$ cat src/bba_ram.sv
// Generic single-write, single-read RAM with registered read data.
// Used for the occupancy map; no dependencies.
`default_nettype none

module bba_ram #(
  parameter int WIDTH = 32,
  parameter int DEPTH = 128
) (
  input  wire logic                                        clk,
  input  wire logic                                        we,
  input  wire logic [$clog2((DEPTH > 1) ? DEPTH : 2)-1:0]  waddr,
  input  wire logic [WIDTH-1:0]                            wdata,
  input  wire logic [$clog2((DEPTH > 1) ? DEPTH : 2)-1:0]  raddr,
  output logic      [WIDTH-1:0]                            rdata
);

  logic [WIDTH-1:0] mem [DEPTH];

  always_ff @(posedge clk) begin
    if (we) begin
      mem[waddr] <= wdata;
    end
    rdata <= mem[raddr];
  end

endmodule

`default_nettype wire

$ cat config.mk
export PLATFORM = sky130hd
export DESIGN_NAME = bba_ram
export DESIGN_NICKNAME = d
export VERILOG_FILES = /design/src/bba_ram.sv
export SDC_FILE = /design/constraint.sdc
export NUM_CORES = 2
export LEC_CHECK = 0
export ABC_AREA = 0
export BUFFER_PORTS_ARGS = -buffer_cell sky130_fd_sc_hd__buf_4
export CAP_MARGIN = 10
export CORE_MARGIN = 2
export CORE_UTILIZATION = 41
export DETAILED_ROUTE_END_ITERATION = 16
export MAX_ROUTING_LAYER = met4
export SETUP_SLACK_MARGIN = 0.5
export SYNTH_ARGS = -nofsm -noshare
export SYNTH_HDL_FRONTEND = slang
export SYNTH_SLANG_ARGS = --single-unit
$ cat constraint.sdc
create_clock -name clk -period 5.6 [get_ports clk]
set_clock_uncertainty 0.2 [all_clocks]
set_input_delay 1.12 -clock clk [delete_from_list [all_inputs] [get_ports clk]]
set_output_delay 1.12 -clock clk [all_outputs]
set_load 0.1 [all_outputs]
==> flow_summary.json <==
{
  "status": "complete, no violations",
  "numCtsBuffers": 403,
  "ioPinCount": 80,
  "syn_area_sq_um": 156000,
  "fill_cells": 30066,
  "die_w_um": 621,
  "grt_max_degree": 101,
  "endpoint_kind": "flip-flop",
  "grtUsageTotal_pct": 22.8,
  "globalplace.congestion": 0.826,
  "cp.required_ns": 6.25,
  "grt.overflow.total": 0,
  "seqCellArea_sq_um": 124000,
  "totalWireLength_mm": 429,
  "final_antenna_net_count": 0,
  "route.detailed.wl_per_inst_um": 36.1,
  "synthTopCellsByCount": "4,096 x edfxtp_1, 1,344 x mux4_2, 182 x clkbuf_1",
  "fp.dieH_um": 621,
  "synth-seq-cells": 4128,
  "vias_per_cell": 6.01,
  "yosys_warnings": 0,
  "power_density_nw_per_um2": 362,
  "drtIter0Drc": 9844,
  "regToRegStartpoint": "mem[5][30]",
  "holdBufCountCts": 0,
  "dieArea_sq_um": 386000,
  "leakage_nw": 54.7,
  "drv_cap": 0,
  "slew_headroom_pct": 18.6,
  "syn-instance-count": 5990,
  "min_path_type": "in -> reg",
  "clk_path_buf_depth": 4,
  "synth_top_area_cell": "edfxtp_1",
  "synthFlopType": "edfxtp_1",
  "arrival_ns": 4.58,
  "coreArea_sq_um": 379000,
  "yosysUniqueCellTypes": 17,
  "portBuffers": 79,
  "rsz0062_at_grt": "false",
  "via_count": 71415,
  "htree_levels": 5,
  "final-hold-violation-count": 0,
  "grt_pass1_vias": 71673,
  "hold_ws_ns": 0.482,
  "setup_tns_ns": 0,
  "cts-root-buf": "clkbuf_16",
  "yosysMostFrequentCell": "edfxtp_1",
  "cts_resized": 0,
  "cts_tree": "yes",
  "yosys-top-cells-area": "edfxtp_1 79%, mux4_2 19%, clkbuf_1 0.44%",
  "drcViolationCount": 0,
  "worstSetupPathType": "in -> reg",
  "met1_length_mm": 167,
  "slew_viol_final": 0,
  "seq_area_frac_synth_pct": 79.1,
  "grt_pass1_wl_mm": 592,
  "synth_edf_count": 4096,
  "reg2reg_depth": 4,
  "layout.nets": 6544,
  "rr_endpoint": "rdata[30]",
  "cts_sinks": 4128,
  "wl_met3_mm": 34.7,
  "drive_above_1_share_pct": 36.8,
  "clk_pin_slew_ns": 0.06,
  "avgSynthCellArea_sq_um": 26.1,
  "start_kind": "input port",
  "first_pass_iters": 5,
  "hpwl_mm": 246,
  "top_layer": "met4",
  "synth_top_area_share_pct": 78.7,
  "crit_end": "rdata[28]",
  "syn_to_final_growth_pct": 14.7,
  "clk_latency_ns": 0.96,
  "max_freq_ghz": 0.254,
  "rows": 226,
  "setup_viol": 0,
  "syn-num-nets": 6038,
  "start_util_pct": 41.2,
  "crit_fanout": 36,
  "worst-slew-pin-transition_ns": 1.22,
  "antenna_found_initial": 56,
  "fin_crit_sh_pct": 70.2,
  "met2WireLength_mm": 212,
  "r2r_setup_slack_ns": 2.66,
  "async_reset_ff_share_pct": 0,
  "period_minus_slack_ns": 3.93,
  "multi_input_area_sq_um": 32300,
  "cp-startpoint": "raddr[0]",
  "postCtsSetupBuffers": 0,
  "vdd_drop_max_mv": 0.246
}
==> stage by stage <==
| step | worst slack [ns] | cells | util, % | cell area (sq um) | power, mW |
|---|---|---|---|---|---|
| floorplan | 1.04 | 5990 | - | 156000 | 36.8 |
| global placement | 0.703 | 11107 | 43.8 | 166000 | 38.7 |
| detailed placement | 0.717 | 11107 | 43.8 | 166000 | 38.7 |
| CTS | 1.75 | 11847 | 47.3 | 179000 | 65.3 |
| global route | 1.65 | 11873 | 47.3 | 179000 | 66.5 |
| finish | 1.67 | 11884 | 47.3 | 179000 | 64.9 |
==> worst min-delay path by stage <==
stage,from,endpoint,slack (ns),depth (start not counted)
3_3_place_gp,mem[92][6],rdata[6],0.92,4
5_1_grt,wdata[5],mem[33][5],0.48,1
2_1_floorplan,mem[36][0],rdata[0],0.87,4
6_report,wdata[5],mem[33][5],0.48,1
3_5_place_dp,mem[93][4],rdata[4],0.92,4
4_1_cts,wdata[5],mem[32][5],0.43,1
==> critical path, stage by stage <==
cell	delay, ns
buf_16	0.32
buf_12	0.28
buf_12	0.23
buf_12	0.26
mux4_2	0.54
mux4_2	0.62
mux4_2	0.72
mux2_2	0.34
==> report_power, final <==
group          switching, mW  total (mW)  internal, mW
clock                   11.6        26.9          15.3
combinational           2.41        3.73          1.32
sequential             0.176        34.3          34.1
==> layer usage <==
layer	vias up	track usage (%)
met3	638	3.61
met4	0	7.79
met5	-	-
met1	39896	30.2
li1	27497	-
met2	3384	36.1
==> state kept, by name, summed over array words and instances (netlist names) <==
name   count
mem     4096
rdata     32
==> layout by cell type (no fill, tap or decap) <==
cell	n
clkbuf_8	8
mux4_2	1344
or3_1	1
nand3_2	4
nand4_1	3
buf_8	3
buf_6	1
nor2b_1	7
bufinv_16	39
nand3_1	8
inv_6	14
nor2_4	119
nand2_1	11
clkinvlp_4	16
buf_12	67
clkinv_1	85
diode_2	37
nand2_2	3
dfxtp_1	32
nor2_1	3
buf_4	345
clkinv_4	6
clkbuf_16	407
buf_16	1
edfxtp_1	4096
mux2_2	32
clkinv_16	1
clkbuf_1	71
clkinv_2	83
nand2b_1	2
clkinv_8	6
nor3_2	9
inv_16	4
==> cell families after synthesis <==
| family | after synthesis | share of synthesized area (%) |
|---|---|---|
| flip-flops | 4128 | 79.1 |
| multiplexers | 1376 | 19.6 |
| buffers and inverters | 316 | 0.839 |
| AND/OR/NAND/NOR | 170 | 0.446 |
==> area by class of cell <==
type                    count  area share, %
diodes                     37         0.0516
well taps                5016           3.50
repair buffers            417           2.24
multi-input cells        1546           18.0
clock inverters           254           1.34
clock buffers             486           5.89
flip-flops and latches   4128           69.0
(Power assumes the default switching activity.)
